<file path="src/sv/cts_pkg.sv">
`timescale 1ns / 1ps
// ----------------------------------------------------------------------------
// cts_pkg
// Shared types, codes and character tables of the text serializer.
// ----------------------------------------------------------------------------
package cts_pkg;

	typedef enum logic [3:0] {
		CMD_NULL   = 4'd0,
		CMD_BOOL   = 4'd1,
		CMD_INT    = 4'd2,
		CMD_UINT   = 4'd3,
		CMD_DEC    = 4'd4,
		CMD_BLOB   = 4'd5,
		CMD_STRING = 4'd6,
		CMD_LIST   = 4'd7,
		CMD_MAP    = 4'd8,
		CMD_IMAP   = 4'd9,
		CMD_META   = 4'd10,
		CMD_END    = 4'd11
	} cmd_t;

	typedef struct packed {
		logic [3:0]        cmd;
		logic [63:0]       value_bits;
		logic signed [7:0] dec_exponent;
		logic [7:0]        data_byte;
		logic              byte_valid;
		logic              first_piece;
		logic              last_piece;
		logic              hex_blob;
	} in_item_t;

	typedef struct packed {
		logic [7:0] out_char;
		logic       last_char;
	} out_item_t;

	typedef enum logic [1:0] {
		LK_LIST = 2'd0,
		LK_MAP  = 2'd1,
		LK_IMAP = 2'd2,
		LK_META = 2'd3
	} level_kind_t;

	// Per-level context kept in the level memory. The meta-pending flag lives
	// in flip-flops next to it.
	typedef struct packed {
		level_kind_t kind;
		logic        first;
		logic        even;
	} ctx_t;

	typedef enum logic [1:0] {
		SEP_NONE  = 2'd0,
		SEP_COMMA = 2'd1,
		SEP_COLON = 2'd2
	} sep_t;

	typedef enum logic [3:0] {
		LIT_NONE  = 4'd0,
		LIT_NULL  = 4'd1,
		LIT_TRUE  = 4'd2,
		LIT_FALSE = 4'd3,
		LIT_OLIST = 4'd4,
		LIT_OMAP  = 4'd5,
		LIT_OIMAP = 4'd6,
		LIT_OMETA = 4'd7,
		LIT_ELIDE = 4'd8,
		LIT_CLIST = 4'd9,
		LIT_CMAP  = 4'd10,
		LIT_CMETA = 4'd11,
		LIT_QSTR  = 4'd12,
		LIT_QHEX  = 4'd13,
		LIT_QBLOB = 4'd14
	} lit_t;

	typedef enum logic [1:0] {
		NUM_NONE = 2'd0,
		NUM_INT  = 2'd1,
		NUM_UINT = 2'd2,
		NUM_DEC  = 2'd3
	} num_t;

	// One classified transaction from the front end to the character engine.
	typedef struct packed {
		sep_t              sep;
		lit_t              lit;
		num_t              num;
		logic [63:0]       value_bits;
		logic signed [7:0] dec_exponent;
		logic [7:0]        data_byte;
		logic              byte_valid;
		logic              last_piece;
		logic              is_blob;
		logic              hex_blob;
	} job_t;

	typedef enum logic [1:0] {
		F_IDLE = 2'd0,
		F_PROC = 2'd1,
		F_WR2  = 2'd2
	} front_state_t;

	typedef enum logic [4:0] {
		B_IDLE  = 5'd0,
		B_SEP   = 5'd1,
		B_LIT   = 5'd2,
		B_CONV  = 5'd3,
		B_TRIM  = 5'd4,
		B_SIGN  = 5'd5,
		B_DIG1  = 5'd6,
		B_ZER1  = 5'd7,
		B_ZPRE  = 5'd8,
		B_DOT   = 5'd9,
		B_ZER2  = 5'd10,
		B_DIG2  = 5'd11,
		B_EXPE  = 5'd12,
		B_EXPS  = 5'd13,
		B_EXPD  = 5'd14,
		B_SUFX  = 5'd15,
		B_CONT  = 5'd16,
		B_CLOSE = 5'd17,
		B_DONE  = 5'd18
	} back_state_t;

	localparam int unsigned BCD_DIGITS = 20;
	localparam int unsigned VALUE_BITS = 64;

	typedef struct packed {
		logic [2:0]  n;
		logic [39:0] s;
	} lit_text_t;

	typedef struct packed {
		logic [1:0]  n;
		logic [23:0] s;
	} content_t;

	function automatic logic [7:0] hex_char(input logic [3:0] v);
		hex_char = (v < 4'd10) ? (8'h30 + {4'h0, v}) : (8'h37 + {4'h0, v});
	endfunction

	// Fixed text of every literal; characters are right aligned in s.
	function automatic lit_text_t lit_text(input lit_t l);
		lit_text_t r;
		r = '0;
		unique case (l)
			LIT_NULL:  begin r.n = 3'd4; r.s = 40'("null");  end
			LIT_TRUE:  begin r.n = 3'd4; r.s = 40'("true");  end
			LIT_FALSE: begin r.n = 3'd5; r.s = 40'("false"); end
			LIT_OLIST: begin r.n = 3'd1; r.s = 40'("[");     end
			LIT_OMAP:  begin r.n = 3'd1; r.s = 40'("{");     end
			LIT_OIMAP: begin r.n = 3'd2; r.s = 40'("i{");    end
			LIT_OMETA: begin r.n = 3'd1; r.s = 40'("<");     end
			LIT_ELIDE: begin r.n = 3'd3; r.s = 40'("...");   end
			LIT_CLIST: begin r.n = 3'd1; r.s = 40'("]");     end
			LIT_CMAP:  begin r.n = 3'd1; r.s = 40'("}");     end
			LIT_CMETA: begin r.n = 3'd1; r.s = 40'(">");     end
			LIT_QSTR:  begin r.n = 3'd1; r.s = 40'h22;       end
			LIT_QHEX:  begin r.n = 3'd2; r.s = {24'h0, 8'h78, 8'h22}; end
			LIT_QBLOB: begin r.n = 3'd2; r.s = {24'h0, 8'h62, 8'h22}; end
			default:   begin r.n = 3'd0; r.s = '0; end
		endcase
		return r;
	endfunction

	// Characters written for one content byte of a string or blob.
	function automatic content_t content_chars(input logic [7:0] b, input logic blob,
			input logic hex);
		content_t   r;
		logic [7:0] e;
		logic       esc;
		esc = 1'b1;
		unique case (b)
			8'h5c:   e = 8'h5c;
			8'h00:   e = 8'h30;
			8'h07:   e = 8'h61;
			8'h08:   e = 8'h62;
			8'h09:   e = 8'h74;
			8'h0a:   e = 8'h6e;
			8'h0b:   e = 8'h76;
			8'h0c:   e = 8'h66;
			8'h0d:   e = 8'h72;
			8'h22:   e = 8'h22;
			default: begin esc = 1'b0; e = b; end
		endcase
		if (blob && hex) begin
			r.n = 2'd2;
			r.s = {8'h00, hex_char(b[7:4]), hex_char(b[3:0])};
		end else if (esc) begin
			r.n = 2'd2;
			r.s = {8'h00, 8'h5c, e};
		end else if (blob && (b < 8'd32 || b >= 8'd127)) begin
			r.n = 2'd3;
			r.s = {8'h5c, hex_char(b[7:4]), hex_char(b[3:0])};
		end else begin
			r.n = 2'd1;
			r.s = {16'h0000, b};
		end
		return r;
	endfunction

	// Decimal digits of an exponent magnitude: {hundreds, tens, ones}.
	function automatic logic [11:0] exp_digits(input logic [7:0] ex);
		logic [3:0]  h;
		logic [7:0]  r;
		logic [15:0] prod;
		logic [3:0]  t;
		logic [7:0]  o;
		h = (ex >= 8'd200) ? 4'd2 : ((ex >= 8'd100) ? 4'd1 : 4'd0);
		r = ex - 8'({4'h0, h} * 8'd100);
		prod = {8'h00, r} * 16'd205;
		t = prod[14:11];
		o = r - 8'({4'h0, t} * 8'd10);
		return {h, t, o[3:0]};
	endfunction

endpackage

</file>
<file path="src/sv/cts_job_fifo.sv">
`timescale 1ns / 1ps
// ----------------------------------------------------------------------------
// cts_job_fifo
// Two-entry queue of classified transactions between front end and engine.
// ----------------------------------------------------------------------------
module cts_job_fifo (
	input  logic          clk,
	input  logic          arst_n,
	input  logic          wr_en,
	input  cts_pkg::job_t wr_data,
	output logic          full,
	input  logic          rd_en,
	output cts_pkg::job_t rd_data,
	output logic          empty
);

	cts_pkg::job_t slot_q [2];
	logic          wr_ptr_q;
	logic          rd_ptr_q;
	logic [1:0]    count_q;

	assign full    = (count_q == 2'd2);
	assign empty   = (count_q == 2'd0);
	assign rd_data = slot_q[rd_ptr_q];

	always_ff @(posedge clk or negedge arst_n) begin
		if (!arst_n) begin
			wr_ptr_q <= 1'b0;
			rd_ptr_q <= 1'b0;
			count_q  <= 2'd0;
		end else begin
			if (wr_en && !full) begin
				wr_ptr_q <= ~wr_ptr_q;
			end
			if (rd_en && !empty) begin
				rd_ptr_q <= ~rd_ptr_q;
			end
			unique case ({wr_en && !full, rd_en && !empty})
				2'b10:   count_q <= count_q + 2'd1;
				2'b01:   count_q <= count_q - 2'd1;
				default: count_q <= count_q;
			endcase
		end
	end

	always_ff @(posedge clk) begin
		if (wr_en && !full) begin
			slot_q[wr_ptr_q] <= wr_data;
		end
	end

endmodule

</file>
<file path="src/sv/cts_front.sv">
`timescale 1ns / 1ps
// ----------------------------------------------------------------------------
// cts_front
// Accepts items, tracks the nesting stack and classifies each item into one
// transaction for the character engine.
// ----------------------------------------------------------------------------
module cts_front #(
	parameter int MAX_DEPTH = 16
) (
	input  logic              clk,
	input  logic              arst_n,
	input  logic              push,
	output logic              full,
	input  cts_pkg::in_item_t item,
	input  logic              cfg_wen,
	input  logic [4:0]        cfg_wdata,
	output logic              q_push,
	output cts_pkg::job_t     q_data,
	input  logic              q_full
);

	localparam int AW = (MAX_DEPTH > 1) ? $clog2(MAX_DEPTH) : 1;

	cts_pkg::front_state_t fst_q, fst_d;
	cts_pkg::in_item_t     item_s1;
	cts_pkg::ctx_t         rd_s1;
	cts_pkg::ctx_t         ctx_mem [MAX_DEPTH];
	logic [7:0]            depth_q, depth_d;
	logic [4:0]            limit_q;
	logic [MAX_DEPTH-1:0]  meta_q;
	logic [AW-1:0]         wr2_addr_q;
	cts_pkg::ctx_t         wr2_data_q;

	logic [7:0]    lim;
	logic [7:0]    dm1;
	logic [AW-1:0] a_dm1, a_dm2, a_d;
	logic          accept, advance;
	logic          meta_top, is_piece;
	cts_pkg::job_t job;
	logic          job_v;
	logic          mem_we;
	cts_pkg::ctx_t mem_wd;
	logic          open_wr;
	cts_pkg::ctx_t open_wd;
	logic          meta_set, meta_clr_top, meta_clr_new;

	assign lim = (limit_q == 5'd0) ? 8'd1 :
		(({3'b000, limit_q} > 8'(MAX_DEPTH)) ? 8'(MAX_DEPTH) : {3'b000, limit_q});
	assign dm1      = depth_q - 8'd1;
	assign a_dm1    = AW'(dm1);
	assign a_dm2    = AW'(depth_q - 8'd2);
	assign a_d      = AW'(depth_q);
	assign meta_top = meta_q[a_dm1];
	assign is_piece = (item_s1.cmd == cts_pkg::CMD_BLOB) ||
		(item_s1.cmd == cts_pkg::CMD_STRING);

	// Classification of the captured item against the level read at accept.
	always_comb begin
		job              = '0;
		job.value_bits   = item_s1.value_bits;
		job.dec_exponent = item_s1.dec_exponent;
		job.data_byte    = item_s1.data_byte;
		job.hex_blob     = item_s1.hex_blob;
		job_v        = 1'b0;
		mem_we       = 1'b0;
		mem_wd       = rd_s1;
		open_wr      = 1'b0;
		open_wd      = '0;
		meta_set     = 1'b0;
		meta_clr_top = 1'b0;
		meta_clr_new = 1'b0;
		depth_d      = depth_q;
		if (item_s1.cmd == cts_pkg::CMD_END) begin
			if (depth_q != 8'd0) begin
				depth_d = dm1;
				if (dm1 < lim) begin
					job_v = 1'b1;
					unique case (rd_s1.kind)
						cts_pkg::LK_LIST: job.lit = cts_pkg::LIT_CLIST;
						cts_pkg::LK_MAP,
						cts_pkg::LK_IMAP: job.lit = cts_pkg::LIT_CMAP;
						default: begin
							job.lit  = cts_pkg::LIT_CMETA;
							meta_set = (dm1 != 8'd0);
						end
					endcase
				end
			end
		end else if (item_s1.cmd < cts_pkg::CMD_END && depth_q <= lim) begin
			if (depth_q != 8'd0 && !(is_piece && !item_s1.first_piece)) begin
				if (!meta_top) begin
					if (rd_s1.kind == cts_pkg::LK_LIST || rd_s1.even) begin
						job.sep = rd_s1.first ? cts_pkg::SEP_NONE : cts_pkg::SEP_COMMA;
					end else begin
						job.sep = cts_pkg::SEP_COLON;
					end
					mem_we       = 1'b1;
					mem_wd.first = 1'b0;
					mem_wd.even  = ~rd_s1.even;
				end else begin
					meta_clr_top = 1'b1;
				end
			end
			unique case (item_s1.cmd)
				cts_pkg::CMD_NULL: job.lit = cts_pkg::LIT_NULL;
				cts_pkg::CMD_BOOL: job.lit = item_s1.value_bits[0] ?
					cts_pkg::LIT_TRUE : cts_pkg::LIT_FALSE;
				cts_pkg::CMD_INT:  job.num = cts_pkg::NUM_INT;
				cts_pkg::CMD_UINT: job.num = cts_pkg::NUM_UINT;
				cts_pkg::CMD_DEC:  job.num = cts_pkg::NUM_DEC;
				cts_pkg::CMD_BLOB, cts_pkg::CMD_STRING: begin
					job.is_blob    = (item_s1.cmd == cts_pkg::CMD_BLOB);
					job.byte_valid = item_s1.byte_valid;
					job.last_piece = item_s1.last_piece;
					if (item_s1.first_piece) begin
						if (item_s1.cmd == cts_pkg::CMD_STRING) begin
							job.lit = cts_pkg::LIT_QSTR;
						end else begin
							job.lit = item_s1.hex_blob ? cts_pkg::LIT_QHEX : cts_pkg::LIT_QBLOB;
						end
					end
				end
				default: begin
					if (depth_q < lim) begin
						open_wr       = 1'b1;
						open_wd.kind  = cts_pkg::level_kind_t'(2'(item_s1.cmd[1:0] + 2'd1));
						open_wd.first = 1'b1;
						open_wd.even  = 1'b1;
						meta_clr_new  = 1'b1;
						unique case (open_wd.kind)
							cts_pkg::LK_LIST: job.lit = cts_pkg::LIT_OLIST;
							cts_pkg::LK_MAP:  job.lit = cts_pkg::LIT_OMAP;
							cts_pkg::LK_IMAP: job.lit = cts_pkg::LIT_OIMAP;
							default:          job.lit = cts_pkg::LIT_OMETA;
						endcase
					end else begin
						job.lit = cts_pkg::LIT_ELIDE;
					end
					if (depth_q != 8'hff) begin
						depth_d = depth_q + 8'd1;
					end
				end
			endcase
			job_v = (job.sep != cts_pkg::SEP_NONE) || (job.lit != cts_pkg::LIT_NONE) ||
				(job.num != cts_pkg::NUM_NONE) || job.byte_valid || job.last_piece;
		end else if (item_s1.cmd >= cts_pkg::CMD_LIST && item_s1.cmd <= cts_pkg::CMD_META &&
				depth_q != 8'hff) begin
			// Inside an elided level only the depth count moves.
			depth_d = depth_q + 8'd1;
		end
	end

	assign accept  = push && !full;
	assign advance = (fst_q == cts_pkg::F_PROC) && (!job_v || !q_full);

	always_comb begin
		fst_d = fst_q;
		unique case (fst_q)
			cts_pkg::F_IDLE: if (accept) fst_d = cts_pkg::F_PROC;
			cts_pkg::F_PROC: if (advance) fst_d = open_wr ? cts_pkg::F_WR2 : cts_pkg::F_IDLE;
			cts_pkg::F_WR2:  fst_d = cts_pkg::F_IDLE;
			default:         fst_d = cts_pkg::F_IDLE;
		endcase
	end

	always_comb begin
		full   = (fst_q != cts_pkg::F_IDLE);
		q_push = advance && job_v;
		q_data = job;
	end

	always_ff @(posedge clk or negedge arst_n) begin
		if (!arst_n) begin
			fst_q   <= cts_pkg::F_IDLE;
			depth_q <= 8'd0;
			limit_q <= 5'd16;
			meta_q  <= '0;
		end else begin
			fst_q <= fst_d;
			if (cfg_wen) begin
				limit_q <= cfg_wdata;
			end
			if (advance) begin
				depth_q <= depth_d;
				if (meta_clr_top) meta_q[a_dm1] <= 1'b0;
				if (meta_set)     meta_q[a_dm2] <= 1'b1;
				if (meta_clr_new) meta_q[a_d]   <= 1'b0;
			end
		end
	end

	// Level memory: one read at accept, one write per cycle. An opener's own
	// entry is written in the cycle after the separator update of its parent.
	always_ff @(posedge clk) begin
		if (accept) begin
			item_s1 <= item;
			rd_s1   <= ctx_mem[a_dm1];
		end
		if (advance && mem_we) begin
			ctx_mem[a_dm1] <= mem_wd;
		end else if (fst_q == cts_pkg::F_WR2) begin
			ctx_mem[wr2_addr_q] <= wr2_data_q;
		end
		if (advance) begin
			wr2_addr_q <= a_d;
			wr2_data_q <= open_wd;
		end
	end

	a_no_push_when_full: assert property (@(posedge clk) disable iff (!arst_n)
		q_push |-> !q_full) else $error("transaction pushed into a full queue");
	a_accept_starts_proc: assert property (@(posedge clk) disable iff (!arst_n)
		accept |=> (fst_q == cts_pkg::F_PROC)) else $error("accepted item not processed");
	a_depth_only_on_advance: assert property (@(posedge clk) disable iff (!arst_n)
		!advance |=> $stable(depth_q)) else $error("nesting depth moved without an item");

endmodule

</file>
<file path="src/sv/cts_back.sv">
`timescale 1ns / 1ps
// ----------------------------------------------------------------------------
// cts_back
// Character engine: turns one queued transaction into its characters,
// converting numbers to decimal with a serial binary-to-BCD unit.
// ----------------------------------------------------------------------------
module cts_back (
	input  logic               clk,
	input  logic               arst_n,
	input  logic               q_empty,
	output logic               q_pop,
	input  cts_pkg::job_t      q_data,
	output logic               empty,
	input  logic               pop,
	output cts_pkg::out_item_t result
);

	cts_pkg::back_state_t st_q, st_d, succ;
	logic [6:0]           pos_q;
	cts_pkg::job_t        job_q;
	logic [63:0]          mag_q;
	logic                 neg_q;
	logic [79:0]          bcd_q;
	logic [4:0]           len_q;
	logic                 hold_v_q;
	logic [7:0]           hold_c_q;
	logic                 out_v_q;
	cts_pkg::out_item_t   out_q;

	logic        fixed, expo, e_neg;
	logic [7:0]  e_u, ex, lenx, pos8;
	logic [7:0]  n_dig1, n_zer1, n_zer2, n_dig2, n_exp;
	logic        zpre;
	logic [11:0] exd;
	logic [1:0]  exk;
	cts_pkg::lit_text_t lt;
	cts_pkg::content_t  ct;
	logic [7:0]  need;
	logic [7:0]  ch;
	logic        counted;
	logic        emit_en, go, out_free, push_out;
	logic [79:0] bcd_adj;
	logic        trim_more;
	logic        in_neg;

	// Field counts of the decimal layouts, from the trimmed digit count.
	always_comb begin
		e_u    = job_q.dec_exponent;
		e_neg  = job_q.dec_exponent[7];
		ex     = e_neg ? (~e_u + 8'd1) : e_u;
		fixed  = (job_q.num == cts_pkg::NUM_DEC) &&
			(job_q.dec_exponent <= 8'sd6) && (job_q.dec_exponent >= -8'sd9);
		expo   = (job_q.num == cts_pkg::NUM_DEC) && !fixed;
		lenx   = {3'b000, len_q};
		n_dig1 = (fixed && e_neg) ? ((lenx > ex) ? (lenx - ex) : 8'd0) : lenx;
		n_zer1 = (fixed && !e_neg) ? e_u : 8'd0;
		zpre   = fixed && e_neg && (lenx <= ex);
		n_zer2 = (fixed && e_neg && ex > lenx) ? (ex - lenx) : 8'd0;
		n_dig2 = (fixed && e_neg) ? ((lenx < ex) ? lenx : ex) : 8'd0;
		n_exp  = (ex >= 8'd100) ? 8'd3 : ((ex >= 8'd10) ? 8'd2 : 8'd1);
		exd    = cts_pkg::exp_digits(ex);
		pos8   = {1'b0, pos_q};
		exk    = 2'(pos_q[1:0] + 2'(8'd3 - n_exp));
		lt     = cts_pkg::lit_text(job_q.lit);
		ct     = cts_pkg::content_chars(job_q.data_byte, job_q.is_blob, job_q.hex_blob);
	end

	// Characters needed in the current state and the one at pos_q.
	always_comb begin
		need    = 8'd0;
		ch      = 8'h30;
		counted = 1'b1;
		unique case (st_q)
			cts_pkg::B_SEP: begin
				need = (job_q.sep != cts_pkg::SEP_NONE) ? 8'd1 : 8'd0;
				ch   = (job_q.sep == cts_pkg::SEP_COLON) ? 8'h3a : 8'h2c;
			end
			cts_pkg::B_LIT: begin
				need = {5'b00000, lt.n};
				ch   = 8'(lt.s >> {(lt.n - 3'd1 - pos_q[2:0]), 3'b000});
			end
			cts_pkg::B_SIGN: begin
				need = neg_q ? 8'd1 : 8'd0;
				ch   = 8'h2d;
			end
			cts_pkg::B_DIG1: begin
				need = n_dig1;
				ch   = 8'h30 + {4'h0, bcd_q[79:76]};
			end
			cts_pkg::B_ZER1: need = n_zer1;
			cts_pkg::B_ZPRE: need = zpre ? 8'd1 : 8'd0;
			cts_pkg::B_DOT: begin
				need = fixed ? 8'd1 : 8'd0;
				ch   = 8'h2e;
			end
			cts_pkg::B_ZER2: need = n_zer2;
			cts_pkg::B_DIG2: begin
				need = n_dig2;
				ch   = 8'h30 + {4'h0, bcd_q[79:76]};
			end
			cts_pkg::B_EXPE: begin
				need = expo ? 8'd1 : 8'd0;
				ch   = 8'h65;
			end
			cts_pkg::B_EXPS: begin
				need = (expo && e_neg) ? 8'd1 : 8'd0;
				ch   = 8'h2d;
			end
			cts_pkg::B_EXPD: begin
				need = expo ? n_exp : 8'd0;
				ch   = 8'h30 + {4'h0, 4'(exd >> {2'(2'd2 - exk), 2'b00})};
			end
			cts_pkg::B_SUFX: begin
				need = (job_q.num == cts_pkg::NUM_UINT) ? 8'd1 : 8'd0;
				ch   = 8'h75;
			end
			cts_pkg::B_CONT: begin
				need = job_q.byte_valid ? {6'b000000, ct.n} : 8'd0;
				ch   = 8'(ct.s >> {(ct.n - 2'd1 - pos_q[1:0]), 3'b000});
			end
			cts_pkg::B_CLOSE: begin
				need = job_q.last_piece ? 8'd1 : 8'd0;
				ch   = 8'h22;
			end
			default: counted = 1'b0;
		endcase
	end

	assign trim_more = (len_q > 5'd1) && (bcd_q[79:76] == 4'h0);
	assign out_free  = !out_v_q || pop;

	// Outputs of the sequencer.
	always_comb begin
		emit_en  = counted && (pos8 < need);
		go       = out_free || !((emit_en && hold_v_q) || st_q == cts_pkg::B_DONE);
		push_out = go && ((emit_en && hold_v_q) || st_q == cts_pkg::B_DONE);
		q_pop    = go && (st_q == cts_pkg::B_IDLE) && !q_empty;
		empty    = !out_v_q;
		result   = out_q;
	end

	// Next state.
	always_comb begin
		unique case (st_q)
			cts_pkg::B_SEP:   succ = cts_pkg::B_LIT;
			cts_pkg::B_LIT:   succ = (job_q.num != cts_pkg::NUM_NONE) ?
				cts_pkg::B_CONV : cts_pkg::B_CONT;
			cts_pkg::B_SIGN:  succ = cts_pkg::B_DIG1;
			cts_pkg::B_DIG1:  succ = cts_pkg::B_ZER1;
			cts_pkg::B_ZER1:  succ = cts_pkg::B_ZPRE;
			cts_pkg::B_ZPRE:  succ = cts_pkg::B_DOT;
			cts_pkg::B_DOT:   succ = cts_pkg::B_ZER2;
			cts_pkg::B_ZER2:  succ = cts_pkg::B_DIG2;
			cts_pkg::B_DIG2:  succ = cts_pkg::B_EXPE;
			cts_pkg::B_EXPE:  succ = cts_pkg::B_EXPS;
			cts_pkg::B_EXPS:  succ = cts_pkg::B_EXPD;
			cts_pkg::B_EXPD:  succ = cts_pkg::B_SUFX;
			cts_pkg::B_SUFX:  succ = cts_pkg::B_CONT;
			cts_pkg::B_CONT:  succ = cts_pkg::B_CLOSE;
			default:          succ = cts_pkg::B_DONE;
		endcase
		st_d = st_q;
		if (go) begin
			unique case (st_q)
				cts_pkg::B_IDLE: if (!q_empty) st_d = cts_pkg::B_SEP;
				cts_pkg::B_CONV: if (pos_q == 7'(cts_pkg::VALUE_BITS)) st_d = cts_pkg::B_TRIM;
				cts_pkg::B_TRIM: if (!trim_more) st_d = cts_pkg::B_SIGN;
				cts_pkg::B_DONE: st_d = cts_pkg::B_IDLE;
				default:         if (!emit_en) st_d = succ;
			endcase
		end
	end

	always_comb begin
		for (int i = 0; i < cts_pkg::BCD_DIGITS; i++) begin
			bcd_adj[4*i +: 4] = (bcd_q[4*i +: 4] >= 4'd5) ?
				(bcd_q[4*i +: 4] + 4'd3) : bcd_q[4*i +: 4];
		end
	end

	assign in_neg = (q_data.num != cts_pkg::NUM_UINT) && q_data.value_bits[63];

	always_ff @(posedge clk or negedge arst_n) begin
		if (!arst_n) begin
			st_q     <= cts_pkg::B_IDLE;
			pos_q    <= 7'd0;
			hold_v_q <= 1'b0;
			out_v_q  <= 1'b0;
		end else begin
			st_q <= st_d;
			if (go) begin
				if (st_d != st_q) begin
					pos_q <= 7'd0;
				end else if (emit_en || st_q == cts_pkg::B_CONV) begin
					pos_q <= pos_q + 7'd1;
				end
				if (emit_en) begin
					hold_v_q <= 1'b1;
				end else if (st_q == cts_pkg::B_DONE) begin
					hold_v_q <= 1'b0;
				end
			end
			if (push_out) begin
				out_v_q <= 1'b1;
			end else if (pop) begin
				out_v_q <= 1'b0;
			end
		end
	end

	// Number datapath: load, 64 shift-and-adjust steps, then leading-zero trim.
	always_ff @(posedge clk) begin
		if (go) begin
			unique case (st_q)
				cts_pkg::B_IDLE: begin
					if (!q_empty) begin
						job_q <= q_data;
						neg_q <= in_neg;
						mag_q <= in_neg ? (64'd0 - q_data.value_bits) : q_data.value_bits;
						bcd_q <= '0;
						len_q <= 5'(cts_pkg::BCD_DIGITS);
					end
				end
				cts_pkg::B_CONV: begin
					if (pos_q < 7'(cts_pkg::VALUE_BITS)) begin
						bcd_q <= {bcd_adj[78:0], mag_q[63]};
						mag_q <= {mag_q[62:0], 1'b0};
					end
				end
				cts_pkg::B_TRIM: begin
					if (trim_more) begin
						bcd_q <= {bcd_q[75:0], 4'h0};
						len_q <= len_q - 5'd1;
					end
				end
				cts_pkg::B_DIG1, cts_pkg::B_DIG2: begin
					if (emit_en) bcd_q <= {bcd_q[75:0], 4'h0};
				end
				default: ;
			endcase
			if (emit_en) begin
				hold_c_q <= ch;
			end
		end
		if (push_out) begin
			out_q.out_char  <= hold_c_q;
			out_q.last_char <= (st_q == cts_pkg::B_DONE);
		end
	end

	a_done_has_char: assert property (@(posedge clk) disable iff (!arst_n)
		(st_q == cts_pkg::B_DONE) |-> hold_v_q) else $error("transaction ended with no character");
	a_conv_bound: assert property (@(posedge clk) disable iff (!arst_n)
		(st_q == cts_pkg::B_CONV) |-> (pos_q <= 7'(cts_pkg::VALUE_BITS)))
		else $error("conversion ran past its bit count");
	a_push_into_free: assert property (@(posedge clk) disable iff (!arst_n)
		push_out |-> out_free) else $error("output register overwritten");

endmodule

</file>
<file path="src/sv/cpon_text_serializer_top.sv">
`timescale 1ns / 1ps
// ----------------------------------------------------------------------------
// cpon_text_serializer_top
// Text-notation serializer: one value item in, its characters out, one per
// result item, with a nesting stack for lists, maps, int-maps and meta.
// ----------------------------------------------------------------------------
//   channel   handshake          payload
//   input     push / full        item   (cts_pkg::in_item_t)
//   result    empty / pop        result (cts_pkg::out_item_t)
//   config    cfg_wen            cfg_wdata (depth_limit, 5 bits)
//
// The front end takes one item at a time and is full until done with it (an
// opener of a printed level adds a second level-memory write). The engine
// emits one character per cycle while the result side pops, plus sequencing
// per transaction; a number adds serial BCD conversion and a leading-zero
// trim. Reset is asynchronous and needs no clearing pass. A two-entry queue
// lets the front end run ahead while the result side is stalled.
// ----------------------------------------------------------------------------
module cpon_text_serializer_top #(
	parameter int MAX_DEPTH = 16
) (
	input  logic               clk,
	input  logic               arst_n,
	input  logic               push,
	output logic               full,
	input  cts_pkg::in_item_t  item,
	output logic               empty,
	input  logic               pop,
	output cts_pkg::out_item_t result,
	input  logic               cfg_wen,
	input  logic [4:0]         cfg_wdata
);

	logic          q_push, q_full, q_pop, q_empty;
	cts_pkg::job_t q_wdata, q_rdata;

	cts_front #(.MAX_DEPTH(MAX_DEPTH)) u_front (
		.clk       (clk),
		.arst_n    (arst_n),
		.push      (push),
		.full      (full),
		.item      (item),
		.cfg_wen   (cfg_wen),
		.cfg_wdata (cfg_wdata),
		.q_push    (q_push),
		.q_data    (q_wdata),
		.q_full    (q_full)
	);

	cts_job_fifo u_fifo (
		.clk     (clk),
		.arst_n  (arst_n),
		.wr_en   (q_push),
		.wr_data (q_wdata),
		.full    (q_full),
		.rd_en   (q_pop),
		.rd_data (q_rdata),
		.empty   (q_empty)
	);

	cts_back u_back (
		.clk     (clk),
		.arst_n  (arst_n),
		.q_empty (q_empty),
		.q_pop   (q_pop),
		.q_data  (q_rdata),
		.empty   (empty),
		.pop     (pop),
		.result  (result)
	);

endmodule
</file>
<file path="config.mk">
export PLATFORM = sky130hd
export DESIGN_NAME = cpon_text_serializer_top
export DESIGN_NICKNAME = d
export VERILOG_FILES = /design/src/sv/cts_pkg.sv /design/src/sv/cts_job_fifo.sv /design/src/sv/cts_front.sv /design/src/sv/cts_back.sv /design/src/sv/cpon_text_serializer_top.sv
export SDC_FILE = /design/constraint.sdc
export NUM_CORES = 1
export LEC_CHECK = 0
export BUFFER_PORTS_ARGS = -buffer_cell sky130_fd_sc_hd__buf_2
export CAP_MARGIN = 10
export CORE_MARGIN = 8
export CORE_UTILIZATION = 43
export DETAILED_ROUTE_END_ITERATION = 16
export PLACE_DENSITY = 0.6
export SLEW_MARGIN = 40
export SYNTH_ARGS = -nofsm -noshare
export SYNTH_HDL_FRONTEND = slang
export SYNTH_SLANG_ARGS = --single-unit
</file>
<file path="constraint.sdc">
create_clock -name clk -period 13 [get_ports clk]
set_input_delay 2.6 -clock clk [delete_from_list [all_inputs] [get_ports clk]]
set_output_delay 2.6 -clock clk [all_outputs]
set_load 0.02 [all_outputs]
</file>
## Yosys cells after proc, flatten, opt, wreduce, memory -nomap -nowiden

Memories as Yosys holds them, arrays and structs flattened. A register that Yosys moved wholly into a read port is not among the register bits.
Cells that the tools add are included.

| storage, ports and cells | value |
|---|---|
| flip-flop bits (word level) | 340 |
| latch bits | 0 |
| bits in writable memories | 248 |
| memory bits (read-only) | 560 |
| bits of input ports | 98 |
| output and inout port bits | 11 |
| word-level logic and storage cells | 484 |
| memories | 3 |

| cells by class | value |
|---|---|
| add/sub/neg operators | 47 |
| multipliers | 3 |
| div/mod/pow operators | 0 |
| order comparisons | 49 |
| eq/ne operators | 59 |
| shifts and indexed selects | 3 |
| multiplexer cells | 170 |
| bitwise gates (word level) | 12 |
| reduce and logical (&&, ||, !) cells | 99 |

Memory list:

| memory | depth | bits a word | read ports | clocked after Yosys merged registers in | wr ports | RTL line | text |
|---|---|---|---|---|---|---|---|
| (no name shown) | 16 | 35 | 1 | 1 | 0 | cts_pkg.sv:148 | `unique case (l)` |
| u_fifo.slot_q | 2 | 92 | 1 | 0 | 1 | cts_job_fifo.sv:17 | `cts_pkg::job_t slot_q [2];` |
| u_front.ctx_mem | 16 | 4 | 1 | 1 | 1 | cts_front.sv:27 | `cts_pkg::ctx_t ctx_mem [MAX_DEPTH];` |

Operators by type and width:

| kind | count |
|---|---|
| two-way mux 80 bit | 4 |
| case mux 80 bit (4 select lines) | 1 |
| two-way mux 64 bit | 3 |
| case mux 8 bit (10 select lines) | 2 |
| two-way mux 8 bit | 18 |
| case mux 64 bit (2 select lines) | 1 |
| two-way mux 4 bit | 31 |
| case mux 8 bit (15 select lines) | 1 |
| greater-or-equal comparator 4 x 3 -> 1 bit (second input constant) | 21 |
| two-way mux 16 bit | 5 |
| two-way mux 26 bit | 3 |
| adder 4 x 2 -> 4 bit (second input constant) | 19 |
| case mux 5 bit (14 select lines) | 1 |
| subtractor 1 x 64 -> 64 bit (first input constant) | 1 |
| two-way mux 5 bit | 10 |
| two-way mux 1 bit | 49 |
| equality test 8 x 4 -> 1 bit (second input constant) | 6 |
| adder 6 x 4 -> 7 bit (first input constant) | 6 |
| two-way mux 2 bit | 21 |
| equality test 5 x 4 -> 1 bit (second input constant) | 8 |
| right shift 40 x 6 -> 8 bit | 1 |
| AND 16 bit | 2 |
| NOT 16 bit | 2 |
| logical AND 1 bit | 31 |
| other kinds (95) | 195 |

## Longest topological paths before layout

| logic depth | value |
|---|---|
| depth in word-level cells | 24 |
| mapped depth | 33 |
| gate-level depth less buffers | 32 |

## Modules after synthesis

Synthesis repeated with hierarchy kept, for this count alone.

| unflattened totals | value |
|---|---|
| cell total of the unflattened synthesis | 2789 |
| area, all modules | 33070.5 sq um |

By module, submodules not included:

| module | instances | cells each | area each (sq um) | sequential area each (sq um) |
|---|---|---|---|---|
| cts_back | 1 | 1843 | 16841.2 | 6706.4 |
| cts_front | 1 | 642 | 9115.0 | 5671.7 |
| cts_job_fifo | 1 | 304 | 7114.3 | 5625.4 |

## Worst setup path before layout

No wires, ideal clock.

| path | value |
|---|---|
| path type | register to register |
| start point | register u_back.job_q (netlist bit u_back.e_u[0]) |
| end point | register u_back.bcd_q[0], enable pin |
| setup time | 0.453 ns |
| data arrival time | 7.495 ns |
| data required time | 12.547 ns |
| setup slack | 5.052 ns |
| stages on the path, launching flop included | 28 |
| path buffers | 1 |
| clock period less this slack | 7.948 ns |
| cell sequence | edfxtp_1 buf_2 inv_1 ha_1 or3b_1 nand2_1 xor2_1 inv_1 ha_1 o21ai_0 a21oi_1 nor3_1 nor2_1 nand2_1 a2111oi_0 a21oi_1 a2bb2oi_1 ha_1 and3_1 nand4_1 a2111oi_0 o41ai_1 a311oi_1 a41o_2 a21boi_2 o21a_4 a311oi_2 o31a_1 |

| between the ends | value |
|---|---|
| longest elaborated chain between the ends | 15 |
| elaborated cells between the ends (all ways) | 44 |
| those cells by class | 3 x add/sub; 9 x order compare; 1 x eq/ne; 15 x mux; 1 x bitwise; 15 x reduce/logical |

RTL lines:

| element | RTL line | text |
|---|---|---|
| start: declaration | cts_back.sv:20 | `cts_pkg::job_t job_q;` |
| start signal: assignment | cts_back.sv:217 | `job_q <= q_data;` |
| NOT 8 bit / less-or-equal comparator 8 x 4 -> 1 bit (equally long branches) | cts_back.sv:50, cts_back.sv:52 |  |
| adder 8 x 1 -> 8 bit / logical AND 1 bit (equally long branches) | cts_back.sv:50, cts_back.sv:51 |  |
| two-way mux 8 bit / logical AND 1 bit (equally long branches) | cts_back.sv:50, cts_back.sv:52 |  |
| greater-or-equal comparator 8 x 4 -> 1 bit / logical NOT 1 bit (equally long branches) | cts_back.sv:60, cts_back.sv:53 |  |
| two-way mux 2 bit / logical AND 1 bit (equally long branches) | cts_back.sv:60, cts_back.sv:53 |  |
| two-way mux 2 bit / logical AND 1 bit (equally long branches) | cts_back.sv:60, cts_back.sv:106 |  |
| two-way mux 8 bit / two-way mux 1 bit (equally long branches) | cts_back.sv:110, cts_back.sv:106 |  |
| case mux 8 bit (15 select lines) * | cts_back.sv:73 | `unique case (st_q)` |
| less-than comparator 7 x 8 -> 1 bit * | cts_back.sv:134 | `emit_en = counted && (pos8 < need);` |
| logical AND 1 bit * | cts_back.sv:134 |  |
| logical AND 1 bit | cts_back.sv:135 | `go = out_free \|\| !((emit_en && hold_v_q) \|\| st_q == cts_pkg::B_DONE);` |
| logical OR 1 bit | cts_back.sv:135 |  |
| logical NOT 1 bit | cts_back.sv:135 |  |
| logical OR 1 bit | cts_back.sv:135 |  |
| AND reduction 6 bit (no line) * | - |  |
| end signal: assignment | cts_back.sv:226 | `bcd_q <= {bcd_adj[78:0], mag_q[63]};` |
| end signal: assignment | cts_back.sv:232 | `bcd_q <= {bcd_q[75:0], 4'h0};` |
| end signal: assignment | cts_back.sv:237 | `if (emit_en) bcd_q <= {bcd_q[75:0], 4'h0};` |
| end: declaration | cts_back.sv:23 | `logic [79:0] bcd_q;` |

Every way passes the cells marked *; elsewhere a longest branch is shown, timed or not.
A chain may end at the register's enable or synchronous reset.

## Final worst setup path

| path | value |
|---|---|
| start point | register u_back.job_q (netlist bit u_back.e_u[0]) |
| end point | register u_back.hold_c_q[3], data pin |

| between the ends | value |
|---|---|
| longest elaborated chain between the ends | 14 |
| elaborated cells between the ends (all ways) | 21 |
| those cells by class | 7 x add/sub; 3 x mul; 3 x order compare; 1 x shift; 6 x mux; 1 x bitwise |

RTL lines:

| element | RTL line | text |
|---|---|---|
| NOT 8 bit | cts_back.sv:50 | `ex = e_neg ? (~e_u + 8'd1) : e_u;` |
| adder 8 x 1 -> 8 bit | cts_back.sv:50 |  |
| two-way mux 8 bit * | cts_back.sv:50 |  |
| greater-or-equal comparator 8 x 7 -> 1 bit | cts_pkg.sv:211, cts_back.sv:60 |  |
| two-way mux 1 bit | cts_pkg.sv:211 | `h = (ex >= 8'd200) ? 4'd2 : ((ex >= 8'd100) ? 4'd1 : 4'd0);` |
| two-way mux 4 bit | cts_pkg.sv:211 |  |
| multiplier 4 x 5 -> 6 bit | cts_pkg.sv:212 | `r = ex - 8'({4'h0, h} * 8'd100);` |
| subtractor 8 bit | cts_pkg.sv:212 |  |
| multiplier 8 x 8 -> 15 bit | cts_pkg.sv:213 | `prod = {8'h00, r} * 16'd205;` |
| multiplier 4 x 3 -> 3 bit | cts_pkg.sv:215 | `o = r - 8'({4'h0, t} * 8'd10);` |
| subtractor 4 bit | cts_pkg.sv:215 |  |
| right shift 12 x 4 -> 4 bit * | cts_back.sv:111 | `ch = 8'h30 + {4'h0, 4'(exd >> {2'(2'd2 - exk), 2'b00})};` |
| adder 6 x 4 -> 7 bit * | cts_back.sv:111 |  |
| case mux 8 bit (10 select lines) * | cts_back.sv:73 |  |
| end signal: assignment | cts_back.sv:242 | `hold_c_q <= ch;` |
| end: declaration | cts_back.sv:26 | `logic [7:0] hold_c_q;` |

Marks and branches as above.

==> run metrics <==
run status complete, no violations; Post-synth ARST share 7.95%; Setup crit end kind flip-flop; Power Total 10.1 mW; syn avg cell area 11.6 sq um; Max FO, Critical Path 13; area of the core 73900 sq um; drt first pass iters 5; clock sink count 616; initial antenna violation count 1; clock root buffer clkbuf_16; final clock skew 0.0229 ns; Clock Latency Late Sink 0.61 ns; largest net degree at the start of global routing 100; Startpoint Class flip-flop; Initial Utilization 43.2%; wire per inst 18.4 um; CTS tree built; Netlist Area Pre-Place 31900 sq um; compound-cell area share of the yosys netlist 11.4%; Die X 288 um; Rel. slew slack 46.6%; GRT overflow 0; leakage 13.2 nW; final WL 70800 um; mux share of post-synthesis cell area 5.82%; Final GP Congestion 0.902; postcts setup bufs 0; CP Launch Point u_back.e_u[0]$_DFFE_PN_; Synth area leaders edfxtp_1, ha_1, dfrtp_1; DIE AREA 83200 sq um; Worst EP arrival 9.08 ns; Pwr Density 282 nW/um^2; Detail Route Antenna Nets 0; Worst-path clk slew 0.06 ns; Synth Flop Type edfxtp_1; clk buf depth 3; Final Util 48.3%; diodes inserted 0; synth warn 0; DRC viols 0; # fillers 6507; detailed router's first-iteration violation count 1428; Final min period 8.73 ns; Hold Crit Start u_back.hold_c_q[2]$_SDFFCE_PN0P_; Post-CTS Hold Fix Bufs 0; FF+latch count, synth 616; Final Cycle Share 67.1%; global-route usage over all layers 16.8%; Synth cell types 94; number of synthesized flops with an enable pin 542; WP data required 13.35 ns; Final Setup Violations 0; vias in the first global route 21174; final hold viol count 0; routed vias 21133; Total Nets Final 3096; Crit-path slowest cell edfxtp_1; DIE HEIGHT 288 um; CTS Buf Count 68; Seq/Total Area, Yosys 56.4%; DP HPWL 49500 um; max-cap violation count 0; I/O pins 109; port buffer count 108; DR vias/cell 5.48; total negative slack 0 ns; syn nets 3006; htree depth 3; CP max stage delay 0.66 ns; Slew Viols, Final 0; smallest hold slack 0.417 ns; maximum vdd drop 242 uV; leading area contributor after synthesis edfxtp_1; Core Rows 100; Post-Synth Adder-Cell Area 6.76%; Simple-Gate Fraction of Synth Area 12.3%; RSZ-0062 raised after global routing no; fmax 115 MHz; Area growth syn-to-layout 11.8%; Post-Synth XOR/XNOR Area 4.14%; Post-CTS Resized 0; layout cells sized above 1 12.7%; first-pass GRT wire length 114000 um; RR Startpoint u_back.e_u[0]$_DFFE_PN_; Hold Crit Class reg2reg; Synth Instances 2744; post-synth top area share 51.0%; Slew @ Worst Pin 0.799 ns; combinational family with the most area after synthesis simple AND/OR/NAND/NOR gates; Setup Crit Path Kind reg2reg
==> synth_stat cells, types with 29 or more instances <==
cell type / count
nand2b_1: 43
nor2_1: 247
mux4_2: 30
clkbuf_1: 81
xnor2_1: 81
ha_1: 150
inv_1: 137
nor3b_1: 35
nand2_1: 241
mux2_2: 42
dfrtp_1: 48
nand3_1: 39
o31ai_1: 29
a21oi_1: 221
nor3_1: 65
xor2_1: 70
o21ai_0: 164
edfxtp_1: 542
mux2i_1: 71
==> placed cells by master (no fill, tap or decap), drive strengths merged, types with 8 or more instances in the layout <==
cell	count
o221ai	8
fa	14
nor2	249
xor2	70
nand2	241
a32oi	15
ha	150
nand2b	43
o31ai	29
xnor2	81
and3	27
mux2	42
or3	13
nor2b	17
or2	14
nand3	39
a31oi	20
inv	141
clkbuf	92
nor3b	36
a21o	11
a41oi	8
mux4	30
and2	15
dfxtp	25
clkinv	23
a21oi	222
nor4	11
o22ai	9
edfxtp	542
a22oi	10
o21a	15
a211oi	11
o21ai	177
dfrtp	48
nor3	70
buf	136
mux2i	71
==> cell type report <==
| type | count | area (sq um) | share of cell area [%] |
|---|---|---|---|
| Sequential cell | 616 | 18000 | 50.5 |
| Tap cell | 969 | 1210 | 3.40 |
| Clock buffer | 92 | 1850 | 5.19 |
| Timing Repair Buffer | 136 | 808 | 2.26 |
| Clock inverter | 30 | 302 | 0.845 |
| Inverter | 139 | 522 | 1.46 |
| Multi-Input combinational cell | 1873 | 13000 | 36.4 |
==> through the flow <==
stage / cells / area, sq um / setup WS, ns
floorplan: 2744 / 31900 / 5.05
global placement: 3728 / 33400 / 4.23
detailed placement: 3731 / 33500 / 4.28
CTS: 3853 / 35700 / 4.24
global route: 3855 / 35700 / 3.73
finish: 3855 / 35700 / 4.27
==> logic make-up (layout without fill, tap and decap cells) <==
| kind of cell | after synthesis | count (layout) |
|---|---|---|
| other | 1 | 1 |
| and+or+nand+nor | 812 | 812 |
| DFF | 616 | 616 |
| buffers and inverters | 255 | 397 |
| AOI/OAI and AO/OA | 602 | 602 |
| xor gates and xnor gates | 151 | 151 |
| adders and majority gates | 164 | 164 |
| muxes | 143 | 143 |
==> power by group <==
part | leakage [nW] | internal [mW] | switching [mW]
Sequential | 5.85 | 3.13 | 0.400
Clock | 1.05 | 1.07 | 0.781
Combinational | 6.33 | 1.83 | 2.85
Total | 13.2 | 6.02 | 4.03
==> state kept, by name, indices dropped and copies added, names as in the netlist, 8 cells and up <==
register and flops:
u_front.ctx_mem 64, u_back.job_q 20, u_fifo.slot_q 184, u_front.depth_q 8, u_back.bcd_q 80, u_back.hold_c_q 8
u_front.q_data 81, u_back.mag_q 64, u_back.lt 25, u_front.meta_q 16, u_back.result 9, u_back.e_u 8
==> final timing paths <==
check | end | slack, ns | cells past startpoint
min in group asynchronous | u_front.depth_q[2]$_DFFE_PN0P_ | 2.12 | 2
worst max register to register | u_back.hold_c_q[3]$_SDFFCE_PN0P_ | 4.27 | 29
worst min-delay path | u_back.result[3]$_DFFE_PP_ | 0.42 | 0
worst max-delay path | u_back.hold_c_q[3]$_SDFFCE_PN0P_ | 4.27 | 29
max in group asynchronous | u_fifo.rd_ptr_q$_DFFE_PN0P_ | 10.34 | 2
worst min register to register | u_back.result[3]$_DFFE_PP_ | 0.42 | 0
==> critical path, delay by kind of cell (launching register included) <==
kind,cells,cell delay (ns)
adder cells (fa/ha/maj),10,3.74
AO/OA/AOI/OAI,6,1.81
XOR/XNOR,4,0.86
AND/OR/NAND/NOR,6,0.98
buffers and inverters,3,0.40
flip-flops,1,0.66
==> per-layer routing <==
metal,track usage (%),wire length [um]
met1,22.1,31600
met2,28.6,34700
met3,2.63,3260
met4,4.70,1250
met5,0,13
Power figures use the tool's default switching activity.
